### src/rtl/tit_pkg.sv
`default_nettype none

package tit_pkg;

	localparam int SUM_BITS_DEF = 24;

	localparam int ET_W       = 16;
	localparam int ETA_W      = 12;
	localparam int PHI_W      = 11;
	localparam int FRAC_W     = 9;
	localparam int OUT_W      = 24;
	localparam int REASON_W   = 3;
	localparam int CFG_IDX_W  = 3;
	localparam int CFG_DATA_W = 16;

	// Coordinate differences, their squares and the squared distance.
	localparam int DIFF_W = ETA_W + 1;
	localparam int SQ_W   = 2 * DIFF_W - 1;
	localparam int D2_W   = SQ_W + 1;

	// Squared distance bounds in units of 2^-16, exact integer forms of
	// 100*d2 < 65536, 25*d2 < 65536 and 100*d2 < 9*65536.
	localparam logic [D2_W-1:0] CORE_LIMIT  = D2_W'(656);
	localparam logic [D2_W-1:0] RING1_LIMIT = D2_W'(2622);
	localparam logic [D2_W-1:0] RING2_LIMIT = D2_W'(5899);

	localparam logic [OUT_W-1:0] OUT_MAX = '1;

	localparam int QUEUE_DEPTH = 4;

	localparam logic OP_SEED    = 1'b0;
	localparam logic OP_CLUSTER = 1'b1;

	localparam logic [CFG_IDX_W-1:0] CFG_MIN_SEED_ET    = 3'd0;
	localparam logic [CFG_IDX_W-1:0] CFG_MIN_CORE_FRAC  = 3'd1;
	localparam logic [CFG_IDX_W-1:0] CFG_MAX_RING1_FRAC = 3'd2;
	localparam logic [CFG_IDX_W-1:0] CFG_MAX_RING2_FRAC = 3'd3;
	localparam logic [CFG_IDX_W-1:0] CFG_MIN_EM_SHARE   = 3'd4;
	localparam logic [CFG_IDX_W-1:0] CFG_MAX_EM_SHARE   = 3'd5;

	typedef enum logic [1:0] {
		REGION_CORE,
		REGION_RING1,
		REGION_RING2,
		REGION_NONE
	} region_t;

	typedef enum logic [REASON_W-1:0] {
		REASON_PASS,
		REASON_ET,
		REASON_CORE,
		REASON_RING1,
		REASON_RING2,
		REASON_EM
	} reason_t;

	typedef struct packed {
		logic              op;
		logic [ET_W-1:0]   et;
		region_t           region;
		logic [FRAC_W-1:0] em;
		logic              last;
	} qentry_t;

	typedef struct packed {
		logic              full;
		logic              empty;
	} qstat_t;

	typedef struct packed {
		logic [ET_W-1:0]   min_seed_et;
		logic [FRAC_W-1:0] min_core_fraction;
		logic [FRAC_W-1:0] max_ring1_fraction;
		logic [FRAC_W-1:0] max_ring2_fraction;
		logic [FRAC_W-1:0] min_em_share;
		logic [FRAC_W-1:0] max_em_share;
	} cfg_t;

endpackage

`default_nettype wire

### src/rtl/tit_front.sv
`default_nettype none

module tit_front (
	input  wire logic                         clk,
	input  wire logic                         arst_n,
	input  wire logic                         in_valid,
	output logic                              in_stall,
	input  wire logic                         op,
	input  wire logic [tit_pkg::ET_W-1:0]     cluster_et,
	input  wire logic signed [tit_pkg::ETA_W-1:0] cluster_eta,
	input  wire logic signed [tit_pkg::PHI_W-1:0] cluster_phi,
	input  wire logic [tit_pkg::FRAC_W-1:0]   em_fraction,
	input  wire logic                         last,
	input  wire tit_pkg::qstat_t              qstat,
	output logic                              push,
	output tit_pkg::qentry_t                  push_entry
);
	import tit_pkg::*;

	logic fen;
	logic accept;

	logic signed [ETA_W-1:0] seed_eta_q;
	logic signed [PHI_W-1:0] seed_phi_q;

	logic signed [DIFF_W-1:0] de;
	logic signed [DIFF_W-1:0] dp;

	logic                     valid_s1;
	logic                     op_s1;
	logic [ET_W-1:0]          et_s1;
	logic [FRAC_W-1:0]        em_s1;
	logic                     last_s1;
	logic signed [DIFF_W-1:0] de_s1;
	logic signed [DIFF_W-1:0] dp_s1;

	logic signed [2*DIFF_W-1:0] sqe_full;
	logic signed [2*DIFF_W-1:0] sqp_full;

	logic              valid_s2;
	logic              op_s2;
	logic [ET_W-1:0]   et_s2;
	logic [FRAC_W-1:0] em_s2;
	logic              last_s2;
	logic [SQ_W-1:0]   sqe_s2;
	logic [SQ_W-1:0]   sqp_s2;

	logic [D2_W-1:0] d2;
	region_t         region;

	// The pipe holds as a whole while its head waits on a full queue.
	assign fen      = !(valid_s2 && qstat.full);
	assign in_stall = !fen;
	assign accept   = in_valid && fen;

	assign de = $signed({cluster_eta[ETA_W-1], cluster_eta})
		- $signed({seed_eta_q[ETA_W-1], seed_eta_q});
	assign dp = $signed({{(DIFF_W-PHI_W){cluster_phi[PHI_W-1]}}, cluster_phi})
		- $signed({{(DIFF_W-PHI_W){seed_phi_q[PHI_W-1]}}, seed_phi_q});

	assign sqe_full = de_s1 * de_s1;
	assign sqp_full = dp_s1 * dp_s1;

	always_ff @(posedge clk or negedge arst_n) begin
		if (!arst_n) begin
			seed_eta_q <= '0;
			seed_phi_q <= '0;
			valid_s1   <= 1'b0;
			valid_s2   <= 1'b0;
		end else if (fen) begin
			valid_s1 <= accept;
			valid_s2 <= valid_s1;
			if (accept && op == OP_SEED) begin
				seed_eta_q <= cluster_eta;
				seed_phi_q <= cluster_phi;
			end
		end
	end

	always_ff @(posedge clk) begin
		if (fen) begin
			op_s1   <= op;
			et_s1   <= cluster_et;
			em_s1   <= em_fraction;
			last_s1 <= last;
			de_s1   <= de;
			dp_s1   <= dp;
			op_s2   <= op_s1;
			et_s2   <= et_s1;
			em_s2   <= em_s1;
			last_s2 <= last_s1;
			sqe_s2  <= sqe_full[SQ_W-1:0];
			sqp_s2  <= sqp_full[SQ_W-1:0];
		end
	end

	assign d2 = {1'b0, sqe_s2} + {1'b0, sqp_s2};

	always_comb begin
		if (d2 < CORE_LIMIT) begin
			region = REGION_CORE;
		end else if (d2 < RING1_LIMIT) begin
			region = REGION_RING1;
		end else if (d2 < RING2_LIMIT) begin
			region = REGION_RING2;
		end else begin
			region = REGION_NONE;
		end
	end

	assign push = valid_s2 && fen;

	always_comb begin
		push_entry.op     = op_s2;
		push_entry.et     = et_s2;
		push_entry.region = region;
		push_entry.em     = em_s2;
		push_entry.last   = last_s2;
	end

endmodule

`default_nettype wire

### src/rtl/tit_queue.sv
`default_nettype none

module tit_queue (
	input  wire logic             clk,
	input  wire logic             arst_n,
	input  wire logic             push,
	input  wire tit_pkg::qentry_t push_entry,
	input  wire logic             pop,
	output tit_pkg::qentry_t      pop_entry,
	output tit_pkg::qstat_t       qstat
);
	import tit_pkg::*;

	localparam int PTR_W = $clog2(QUEUE_DEPTH);
	localparam int CNT_W = $clog2(QUEUE_DEPTH + 1);

	qentry_t          entries_q [QUEUE_DEPTH];
	logic [PTR_W-1:0] wr_ptr_q;
	logic [PTR_W-1:0] rd_ptr_q;
	logic [CNT_W-1:0] count_q;

	always_ff @(posedge clk or negedge arst_n) begin
		if (!arst_n) begin
			wr_ptr_q <= '0;
			rd_ptr_q <= '0;
			count_q  <= '0;
		end else begin
			if (push) begin
				wr_ptr_q <= (wr_ptr_q == PTR_W'(QUEUE_DEPTH - 1)) ? '0 : wr_ptr_q + 1'b1;
			end
			if (pop) begin
				rd_ptr_q <= (rd_ptr_q == PTR_W'(QUEUE_DEPTH - 1)) ? '0 : rd_ptr_q + 1'b1;
			end
			if (push && !pop) begin
				count_q <= count_q + 1'b1;
			end else if (pop && !push) begin
				count_q <= count_q - 1'b1;
			end
		end
	end

	always_ff @(posedge clk) begin
		if (push) begin
			entries_q[wr_ptr_q] <= push_entry;
		end
	end

	assign pop_entry   = entries_q[rd_ptr_q];
	assign qstat.full  = (count_q == CNT_W'(QUEUE_DEPTH));
	assign qstat.empty = (count_q == '0);

endmodule

`default_nettype wire

### src/rtl/tit_back.sv
`default_nettype none

module tit_back #(
	parameter int SUM_BITS = tit_pkg::SUM_BITS_DEF
) (
	input  wire logic                         clk,
	input  wire logic                         arst_n,
	input  wire tit_pkg::cfg_t                cfg,
	input  wire tit_pkg::qstat_t              qstat,
	output logic                              pop,
	input  wire tit_pkg::qentry_t             pop_entry,
	output logic                              out_valid,
	input  wire logic                         out_stall,
	output logic                              passed,
	output logic [tit_pkg::REASON_W-1:0]      fail_reason,
	output logic [tit_pkg::OUT_W-1:0]         core_energy,
	output logic [tit_pkg::OUT_W-1:0]         ring1_energy,
	output logic [tit_pkg::OUT_W-1:0]         ring2_energy
);
	import tit_pkg::*;

	localparam int TOT_W  = SUM_BITS + 2;
	localparam int PROD_W = TOT_W + FRAC_W;

	function automatic logic [SUM_BITS-1:0] add_sat(input logic [SUM_BITS-1:0] acc,
		input logic [ET_W-1:0] et);
		logic [SUM_BITS:0] s;
		s = {1'b0, acc} + (SUM_BITS+1)'(et);
		return s[SUM_BITS] ? {SUM_BITS{1'b1}} : s[SUM_BITS-1:0];
	endfunction

	function automatic logic [OUT_W-1:0] sat_out(input logic [SUM_BITS-1:0] v);
		logic [32:0] w;
		w = 33'(v);
		return (w > 33'(OUT_MAX)) ? OUT_MAX : w[OUT_W-1:0];
	endfunction

	logic en;

	logic [SUM_BITS-1:0] core_q, ring1_q, ring2_q;
	logic [ET_W-1:0]     seed_et_q;
	logic [FRAC_W-1:0]   seed_em_q;

	logic [SUM_BITS-1:0] nxt_core, nxt_ring1, nxt_ring2;
	logic [ET_W-1:0]     nxt_seed_et;
	logic [FRAC_W-1:0]   nxt_seed_em;

	logic                valid_s1;
	logic [SUM_BITS-1:0] core_s1, ring1_s1, ring2_s1;
	logic [ET_W-1:0]     seed_et_s1;
	logic [FRAC_W-1:0]   seed_em_s1;

	logic                valid_s2;
	logic [SUM_BITS-1:0] core_s2, ring1_s2, ring2_s2;
	logic [TOT_W-1:0]    total_s2;
	logic                et_fail_s2, em_fail_s2;

	logic                valid_s3;
	logic [SUM_BITS-1:0] core_s3, ring1_s3, ring2_s3;
	logic [PROD_W-1:0]   core_lim_s3, ring1_lim_s3, ring2_lim_s3;
	logic                zero_s3, et_fail_s3, em_fail_s3;

	reason_t reason;

	logic                out_valid_q;
	logic                passed_q;
	logic [REASON_W-1:0] fail_reason_q;
	logic [OUT_W-1:0]    core_energy_q, ring1_energy_q, ring2_energy_q;

	// Accumulation and the decision pipe move together; a held result
	// freezes both and lets the queue absorb the front.
	assign en  = !out_valid_q || !out_stall;
	assign pop = en && !qstat.empty;

	always_comb begin
		nxt_core    = core_q;
		nxt_ring1   = ring1_q;
		nxt_ring2   = ring2_q;
		nxt_seed_et = seed_et_q;
		nxt_seed_em = seed_em_q;
		if (pop_entry.op == OP_SEED) begin
			nxt_core    = '0;
			nxt_ring1   = '0;
			nxt_ring2   = '0;
			nxt_seed_et = pop_entry.et;
			nxt_seed_em = pop_entry.em;
		end else begin
			case (pop_entry.region)
				REGION_CORE:  nxt_core  = add_sat(core_q, pop_entry.et);
				REGION_RING1: nxt_ring1 = add_sat(ring1_q, pop_entry.et);
				REGION_RING2: nxt_ring2 = add_sat(ring2_q, pop_entry.et);
				default: ;
			endcase
		end
	end

	always_ff @(posedge clk or negedge arst_n) begin
		if (!arst_n) begin
			core_q      <= '0;
			ring1_q     <= '0;
			ring2_q     <= '0;
			seed_et_q   <= '0;
			seed_em_q   <= '0;
			valid_s1    <= 1'b0;
			valid_s2    <= 1'b0;
			valid_s3    <= 1'b0;
			out_valid_q <= 1'b0;
		end else if (en) begin
			if (pop) begin
				core_q    <= nxt_core;
				ring1_q   <= nxt_ring1;
				ring2_q   <= nxt_ring2;
				seed_et_q <= nxt_seed_et;
				seed_em_q <= nxt_seed_em;
			end
			valid_s1    <= pop && pop_entry.last;
			valid_s2    <= valid_s1;
			valid_s3    <= valid_s2;
			out_valid_q <= valid_s3;
		end
	end

	// Ratio cuts compare 256*part against fraction*total, skipped on zero total.
	always_comb begin
		if (et_fail_s3) begin
			reason = REASON_ET;
		end else if (!zero_s3 && PROD_W'({core_s3, 8'd0}) < core_lim_s3) begin
			reason = REASON_CORE;
		end else if (!zero_s3 && PROD_W'({ring1_s3, 8'd0}) > ring1_lim_s3) begin
			reason = REASON_RING1;
		end else if (!zero_s3 && PROD_W'({ring2_s3, 8'd0}) > ring2_lim_s3) begin
			reason = REASON_RING2;
		end else if (em_fail_s3) begin
			reason = REASON_EM;
		end else begin
			reason = REASON_PASS;
		end
	end

	always_ff @(posedge clk) begin
		if (en) begin
			core_s1    <= nxt_core;
			ring1_s1   <= nxt_ring1;
			ring2_s1   <= nxt_ring2;
			seed_et_s1 <= nxt_seed_et;
			seed_em_s1 <= nxt_seed_em;

			core_s2    <= core_s1;
			ring1_s2   <= ring1_s1;
			ring2_s2   <= ring2_s1;
			total_s2   <= TOT_W'(core_s1) + TOT_W'(ring1_s1) + TOT_W'(ring2_s1);
			et_fail_s2 <= seed_et_s1 < cfg.min_seed_et;
			em_fail_s2 <= (seed_em_s1 < cfg.min_em_share) || (seed_em_s1 > cfg.max_em_share);

			core_s3      <= core_s2;
			ring1_s3     <= ring1_s2;
			ring2_s3     <= ring2_s2;
			core_lim_s3  <= PROD_W'(cfg.min_core_fraction) * PROD_W'(total_s2);
			ring1_lim_s3 <= PROD_W'(cfg.max_ring1_fraction) * PROD_W'(total_s2);
			ring2_lim_s3 <= PROD_W'(cfg.max_ring2_fraction) * PROD_W'(total_s2);
			zero_s3      <= (total_s2 == '0);
			et_fail_s3   <= et_fail_s2;
			em_fail_s3   <= em_fail_s2;

			passed_q       <= (reason == REASON_PASS);
			fail_reason_q  <= reason;
			core_energy_q  <= sat_out(core_s3);
			ring1_energy_q <= sat_out(ring1_s3);
			ring2_energy_q <= sat_out(ring2_s3);
		end
	end

	assign out_valid    = out_valid_q;
	assign passed       = passed_q;
	assign fail_reason  = fail_reason_q;
	assign core_energy  = core_energy_q;
	assign ring1_energy = ring1_energy_q;
	assign ring2_energy = ring2_energy_q;

endmodule

`default_nettype wire

### src/rtl/tau_isolation_trigger_top.sv
// Tau ring-isolation trigger.
// Input channel (in_valid / in_stall): a seed item (op 0) latches the seed and
// clears the core, ring one and ring two sums; a cluster item (op 1) adds its
// Et to one of the sums by its squared eta-phi distance to the seed, or to no
// sum beyond ring two. An item with last set produces one result on the
// output channel (out_valid / out_stall): the pass flag, the first failing
// cut and the three sums. Configuration is a plain write port (cfg_we,
// cfg_index, cfg_data); the user must change it only while no item is in
// flight; the block does not enforce this. Throughput is one item per cycle
// while nothing stalls. After the transfer of its last item, a result passes
// two front stages for the distance and the region, the 4-entry queue, then
// the accumulate stage, the total, the cross-multiplication and the output
// register. Reset clears the seed, the sums, the queue and all valid flags,
// and loads the register defaults. When the receiver stalls, the result
// holds and the back end freezes; the front keeps taking items until the
// queue and its two stages fill, then raises in_stall.
`default_nettype none

module tau_isolation_trigger_top #(
	parameter int SUM_BITS = tit_pkg::SUM_BITS_DEF
) (
	input  wire logic                             clk,
	input  wire logic                             arst_n,
	input  wire logic                             cfg_we,
	input  wire logic [tit_pkg::CFG_IDX_W-1:0]    cfg_index,
	input  wire logic [tit_pkg::CFG_DATA_W-1:0]   cfg_data,
	input  wire logic                             in_valid,
	output logic                                  in_stall,
	input  wire logic                             op,
	input  wire logic [tit_pkg::ET_W-1:0]         cluster_et,
	input  wire logic signed [tit_pkg::ETA_W-1:0] cluster_eta,
	input  wire logic signed [tit_pkg::PHI_W-1:0] cluster_phi,
	input  wire logic [tit_pkg::FRAC_W-1:0]       em_fraction,
	input  wire logic                             last,
	output logic                                  out_valid,
	input  wire logic                             out_stall,
	output logic                                  passed,
	output logic [tit_pkg::REASON_W-1:0]          fail_reason,
	output logic [tit_pkg::OUT_W-1:0]             core_energy,
	output logic [tit_pkg::OUT_W-1:0]             ring1_energy,
	output logic [tit_pkg::OUT_W-1:0]             ring2_energy
);
	import tit_pkg::*;

	cfg_t    cfg_q;
	qstat_t  qstat;
	logic    push;
	logic    pop;
	qentry_t push_entry;
	qentry_t pop_entry;

	always_ff @(posedge clk or negedge arst_n) begin
		if (!arst_n) begin
			cfg_q.min_seed_et        <= '0;
			cfg_q.min_core_fraction  <= '0;
			cfg_q.max_ring1_fraction <= FRAC_W'(256);
			cfg_q.max_ring2_fraction <= FRAC_W'(256);
			cfg_q.min_em_share       <= '0;
			cfg_q.max_em_share       <= FRAC_W'(256);
		end else if (cfg_we) begin
			case (cfg_index)
				CFG_MIN_SEED_ET:    cfg_q.min_seed_et        <= cfg_data[ET_W-1:0];
				CFG_MIN_CORE_FRAC:  cfg_q.min_core_fraction  <= cfg_data[FRAC_W-1:0];
				CFG_MAX_RING1_FRAC: cfg_q.max_ring1_fraction <= cfg_data[FRAC_W-1:0];
				CFG_MAX_RING2_FRAC: cfg_q.max_ring2_fraction <= cfg_data[FRAC_W-1:0];
				CFG_MIN_EM_SHARE:   cfg_q.min_em_share       <= cfg_data[FRAC_W-1:0];
				CFG_MAX_EM_SHARE:   cfg_q.max_em_share       <= cfg_data[FRAC_W-1:0];
				default: ;
			endcase
		end
	end

	tit_front u_front (
		.clk         (clk),
		.arst_n      (arst_n),
		.in_valid    (in_valid),
		.in_stall    (in_stall),
		.op          (op),
		.cluster_et  (cluster_et),
		.cluster_eta (cluster_eta),
		.cluster_phi (cluster_phi),
		.em_fraction (em_fraction),
		.last        (last),
		.qstat       (qstat),
		.push        (push),
		.push_entry  (push_entry)
	);

	tit_queue u_queue (
		.clk        (clk),
		.arst_n     (arst_n),
		.push       (push),
		.push_entry (push_entry),
		.pop        (pop),
		.pop_entry  (pop_entry),
		.qstat      (qstat)
	);

	tit_back #(
		.SUM_BITS (SUM_BITS)
	) u_back (
		.clk          (clk),
		.arst_n       (arst_n),
		.cfg          (cfg_q),
		.qstat        (qstat),
		.pop          (pop),
		.pop_entry    (pop_entry),
		.out_valid    (out_valid),
		.out_stall    (out_stall),
		.passed       (passed),
		.fail_reason  (fail_reason),
		.core_energy  (core_energy),
		.ring1_energy (ring1_energy),
		.ring2_energy (ring2_energy)
	);

endmodule

`default_nettype wire

### config.mk
export PLATFORM = sky130hd
export DESIGN_NAME = tau_isolation_trigger_top
export DESIGN_NICKNAME = d
export VERILOG_FILES = /design/src/rtl/tit_pkg.sv /design/src/rtl/tit_front.sv /design/src/rtl/tit_queue.sv /design/src/rtl/tit_back.sv /design/src/rtl/tau_isolation_trigger_top.sv
export SDC_FILE = /design/constraint.sdc
export NUM_CORES = 2
export LEC_CHECK = 0
export BUFFER_PORTS_ARGS = -buffer_cell sky130_fd_sc_hd__clkbuf_2
export CAP_MARGIN = 10
export CORE_MARGIN = 2
export CORE_UTILIZATION = 40
export DETAILED_ROUTE_END_ITERATION = 10
export GPL_TIMING_DRIVEN = 0
export HOLD_SLACK_MARGIN = 0.1
export PLACE_DENSITY = 0.57
export SYNTH_ARGS = -nofsm -noshare
export SYNTH_HDL_FRONTEND = slang
export SYNTH_SLANG_ARGS = --single-unit
### constraint.sdc
create_clock -name clk -period 14.5 [get_ports clk]
set_input_delay 4.35 -clock clk [delete_from_list [all_inputs] [get_ports clk]]
set_output_delay 4.35 -clock clk [all_outputs]
set_load 0.05 [all_outputs]
## Yosys cells after proc, flatten, opt, wreduce, memory -nomap -nowiden

Memories as Yosys holds them, arrays and structs flattened.
Cells that the tools add are included.

- Memories kept: 1
- Word-level logic and storage cells: 157
- Output and inout bits: 78
- RAM bits: 116
- Input bits: 74
- Register bits after elaboration: 776

- Bitwise logic cells: 2
- Add/subtract/negate cells: 12
- Mux-type cells: 25
- Reductions and logical operators: 34
- Equality and inequality tests: 10
- Order comparisons: 9
- $mul: 5

Memories:

| memory | words | bits a word | rd ports | clocked after Yosys merged registers in | write ports | RTL line | RTL |
|---|---|---|---|---|---|---|---|
| u_queue.entries_q | 4 | 29 | 1 | 0 | 1 | tit_queue.sv:17 | `qentry_t entries_q [QUEUE_DEPTH];` |

Operator list:

| operator | number |
|---|---|
| 24-bit 2-to-1 mux | 9 |
| 9-bit by 26-bit multiplier with 35-bit output | 3 |
| 24-bit by 16-bit adder with 25-bit output | 3 |
| 32-bit by 35-bit greater-than comparator with 1-bit output | 2 |
| 32-bit by 35-bit less-than comparator with 1-bit output | 1 |
| 25-bit by 25-bit adder with 26-bit output | 1 |
| 26-bit by 24-bit adder with 26-bit output | 1 |
| 26-bit logical NOT | 1 |
| 26-bit by 10-bit less-than comparator with 1-bit output, second input constant | 1 |
| 26-bit by 12-bit less-than comparator with 1-bit output, second input constant | 1 |
| 26-bit by 13-bit less-than comparator with 1-bit output, second input constant | 1 |
| 24-bit by 24-bit adder with 25-bit output | 1 |
| 13-bit by 13-bit multiplier with 25-bit output | 1 |
| 12-bit by 12-bit multiplier with 24-bit output | 1 |
| 3-bit 2-to-1 mux | 7 |
| 16-bit less-than comparator | 1 |
| 16-bit 2-to-1 mux | 1 |
| 2-bit AND reduction | 8 |
| 12-bit by 12-bit subtractor with 13-bit output | 1 |
| 11-bit by 11-bit subtractor with 12-bit output | 1 |
| 1-bit logical AND | 11 |
| 3-bit equality test, second input constant | 3 |
| 9-bit greater-than comparator | 1 |
| 3-bit logical NOT | 3 |
| 16 further kinds | 33 |

## Longest topological paths before layout

- Word-level depth: 8
- Mapped depth: 24

## By module

A second synthesis with hierarchy kept.

- Cells, all modules: 6497
- Area, all modules: 71546.1 um^2

By module, submodules not included:

| module | instances | cells each | area an instance (um^2) |
|---|---|---|---|
| tit_back | 1 | 4546 | 47367.9 |
| tit_front | 1 | 1630 | 17252.8 |
| tit_queue | 1 | 188 | 4599.4 |
| tau_isolation_trigger_top | 1 | 133 | 2326.0 |

## Worst setup path before layout

OpenSTA, ideal clock, no wires.

- Path kind: input to register
- Start: in out_stall
- End: reg u_queue.count_q[1]
- Data required time: 14.375 ns
- Buffers on the path: 2
- Path slack: -2.001 ns
- Data arrival time: 16.376 ns
- Library setup time: 0.125 ns
- Cell stages on the path: 9
- Cells stage by stage: nand2_1 -> o31a_1 -> clkbuf_1 -> inv_2 -> clkbuf_1 -> ha_1 -> inv_1 -> fa_1 -> mux2_2

- Word-level cells in the longest chain between the ends: 6

RTL lines:

| item | RTL line | RTL |
|---|---|---|
| start, declared | tau_isolation_trigger_top.sv:36 | `input wire logic out_stall,` |
| 1-bit logical NOT (*) | tit_back.sv:72 | `assign en = !out_valid_q \|\| !out_stall;` |
| 1-bit logical OR (*) | tit_back.sv:72 |  |
| 1-bit logical AND (*) | tit_back.sv:73 | `assign pop = en && !qstat.empty;` |
| 1-bit logical NOT | tit_queue.sv:34 | `if (push && !pop) begin` |
| 1-bit logical AND | tit_queue.sv:34 |  |
| 3-bit 2-to-1 mux / 2-bit nonzero test (equally long branches) | - |  |
| end signal, assigned | tit_queue.sv:35 | `count_q <= count_q + 1'b1;` |
| end signal, assigned | tit_queue.sv:37 | `count_q <= count_q - 1'b1;` |
| end, declared | tit_queue.sv:20 | `logic [CNT_W-1:0] count_q;` |

Every way passes the cells marked *; elsewhere a longest branch is shown, timed or not.
A chain may end at the register's enable or synchronous reset.

## Worst setup path in the final report

- Start: in out_stall
- End: reg u_queue.count_q[1]

- Word-level cells in the longest chain between the ends: 6

RTL lines:

| item | RTL line | RTL |
|---|---|---|
| 1-bit logical NOT (*) | tit_back.sv:72 |  |
| 1-bit logical OR (*) | tit_back.sv:72 |  |
| named net u_back.en | tit_back.sv:38 | `logic en;` |
| 1-bit logical AND (*) | tit_back.sv:73 |  |
| 1-bit logical NOT | tit_queue.sv:34 |  |
| 1-bit logical AND | tit_queue.sv:34 |  |
| 3-bit 2-to-1 mux / 2-bit nonzero test (equally long branches) | - |  |

Mark *: on every way through the listed nets, which the timed path passes. The rest lies on a longest branch.

==> impl_metrics.toml <==
[outcome]
run_status = "complete, no violations"

[floorplan]
coreArea_um2 = 176000
die_y_um = 426
initial_core_util = 0.404
dieArea_um2 = 182000
ios = 152
num_rows = 154
fp.dieW_um = 426

[clock_tree]
cts_made_buffers = 98
clk_pin_slew_ns = 0.06
numClockSinks = 889
insertion_delay_ns = 0.76
h-tree-depth = 3
clockBufferDepth = 3
cts_root_buffer = "clkbuf_16"
cts_resized = 0
post-cts-setup-buffers = 0
ctsHoldBuffers = 0
cts_tree = "yes"

[worst_setup_path]
path_max_fanout = 100
arrival_ns = 8.00
required_ns = 15.14
start_kind = "primary input"
critPathKind = "primary input to register"
cp_common_cell = "clkbuf_1"
end_kind = "register"
slowest_delay_ns = 0.80
path_cells = "clkbuf_2, nand2_8, o31a_1, clkbuf_1, inv_2, clkbuf_1, ha_1, inv_1, fa_1, mux2_2"
crit_path_top_delay_cell = "clkbuf_1"

[timing]
maxSlewHeadroom = 0.188
finalSetupViolCount = 0
tightest_slew_ns = 1.20
hold_viol = 0
fmax_ghz = 0.136
layout_min_cycle_time_ns = 7.36
fin_worst_skew_ns = 0.0519
rsz0062_at_grt = "no"
setup_slack_ns = 7.14
hold_slack_ns = 0.404
fin_crit_sh = 0.508
slew_violations = 0

[worst_hold_path]
hold_class = "register to register"

[synth]
ys.flop_type = "edfxtp_1"
async_flop_share = 0.218
syn-num-nets = 8002
synthTopCellsByCount = "inv_1 (1,101), nand2_1 (799), fa_1 (777), edfxtp_1 (695), ha_1 (541)"
yosysSeqAreaShare = 0.361
synth_cell_types = 95
ys_seq_elements = 889
yosys_warnings = 0
synth_top_cell_area_share = 0.293
synth-edff-count = 695
synth_area_per_cell_um2 = 10.8
synth_top_cell_by_area = "edfxtp_1"
yosysMostFrequentCell = "inv_1"
syn_area_um2 = 71200
ys_top_cells_by_area = "edfxtp_1 (29%), fa_1 (22%), ha_1 (9.5%)"
postSynthCellCount = 6610

[grt]
grt_max_degree = 125
grt_pass1_wl_um = 293000
grt_usage = 0.212
grt_pass1_vias = 49500
globalRouteOverflowTotal = 0
antenna_found_initial = 16

[detailed_routing]
firstDrtPassIters = 6
wl_per_cell_um = 20.1
routed-via-count = 47600
drc = 0
vias_per_cell = 5.12
ant_nets = 0
drt_iter0_drc = 3244
wl_um = 187000

[placement]
hpwl_um = 147000
port_buffers = 151
gp_congestion = 0.914
postPlaceCellArea_um2 = 75200
pre_cts_slack_ns = 6.33

[final_layout]
stdcell_area_um2 = 78500
syn_to_final_growth_pct = 10.2
multiInputGateArea_um2 = 40500
nNetsFinal = 8262
fillers = 16700
seq_area_um2 = 25700
drive_above_1_share = 0.0680

[run]
max_cap_viol_count = 0
## worst paths after layout
path,from,end,slack [ns],cells past startpoint
min in group asynchronous,arst_n,u_back.valid_s3,3.42,1
max in group asynchronous,arst_n,u_front.seed_phi_q[1],9.75,3
worst max-delay path,out_stall,u_queue.count_q[1],7.14,10
worst max register to register,u_back.total_s2[13],u_back.ring2_lim_s3[34],7.25,22
worst min register to register,u_front.em_s1[7],u_front.em_s2[7],0.40,0
worst min-delay path,u_front.em_s1[7],u_front.em_s2[7],0.40,0
## area by class of cell
type,instances,area share
multi-input combinational,4380,0.516
sequential,889,0.328
inverter,1102,0.0528
tap,2340,0.0373
clock buffer,133,0.0340
timing repair buffer,160,0.0122
buffer,239,0.0115
clock inverter,52,0.00815
antenna,7,0.000223
## flip-flops by register name (all words and copies together) (netlist names), 26 cells and up
| register | cells |
|---|---|
| u_queue.entries_q | 116 |
| u_back.ring2_lim_s3 | 35 |
| u_back.core_lim_s3 | 35 |
| u_back.total_s2 | 26 |
| cfg_q | 61 |
| u_back.ring1_lim_s3 | 35 |
## through the flow
step,cells,TNS (ns),util
3_3_place_gp,9101,-31.73,0.425
3_5_place_dp,9110,0,0.426
2_1_floorplan,6610,0,-
4_1_cts,9295,0,0.445
6_report,9302,0,0.445
5_1_grt,9300,0,0.445
## logic make-up (layout without fill, tap and decap cells)
| kind of cell | count (synthesis) | in the layout | synth area share |
|---|---|---|---|
| compound gates | 893 | 893 | 0.0824 |
| xor+xnor | 242 | 242 | 0.0297 |
| fa+ha+maj | 1318 | 1318 | 0.313 |
| buf+inv | 1341 | 1686 | 0.0707 |
| flops | 889 | 889 | 0.361 |
| mux | 96 | 96 | 0.0195 |
| other cells | 1 | 8 | 0.0000526 |
| simple gates | 1830 | 1830 | 0.123 |
## layout by cell type, fill, tap and decap left out, types with 41 or more instances in the layout
master,n
edfxtp_1,695
clkbuf_1,250
nor2_1,247
clkbuf_2,150
xor2_1,75
xnor2_1,167
nand2_1,798
nand3_1,48
nor3_1,67
o21a_1,53
clkbuf_16,99
nand2b_1,43
and3_1,41
mux2_2,62
o21ai_0,203
ha_1,541
dfrtp_1,191
a21oi_1,240
nor2b_1,66
a21o_1,119
and2_1,398
inv_1,1100
fa_1,777
## routing by layer
metal  up-vias  routed length (um)  track usage
met5         -                 195      0.00582
met4         8                7210       0.0797
met3       294               10700       0.0365
met2      1151               88900        0.350
met1     24000               80300        0.279
li1      22200                   -            -
## worst max-delay path, delay by kind of cell
kind	cells	cell delay (ns)
AND/OR/NAND/NOR	1	0.52
multiplexers	1	0.27
adder cells (fa/ha/maj)	2	0.75
buffers and inverters	5	1.80
AO/OA/AOI/OAI	1	0.25
Power is left out: the tool's default activity adds up to more than one toggle a clock period on the data nets, which glitch-free logic cannot reach.
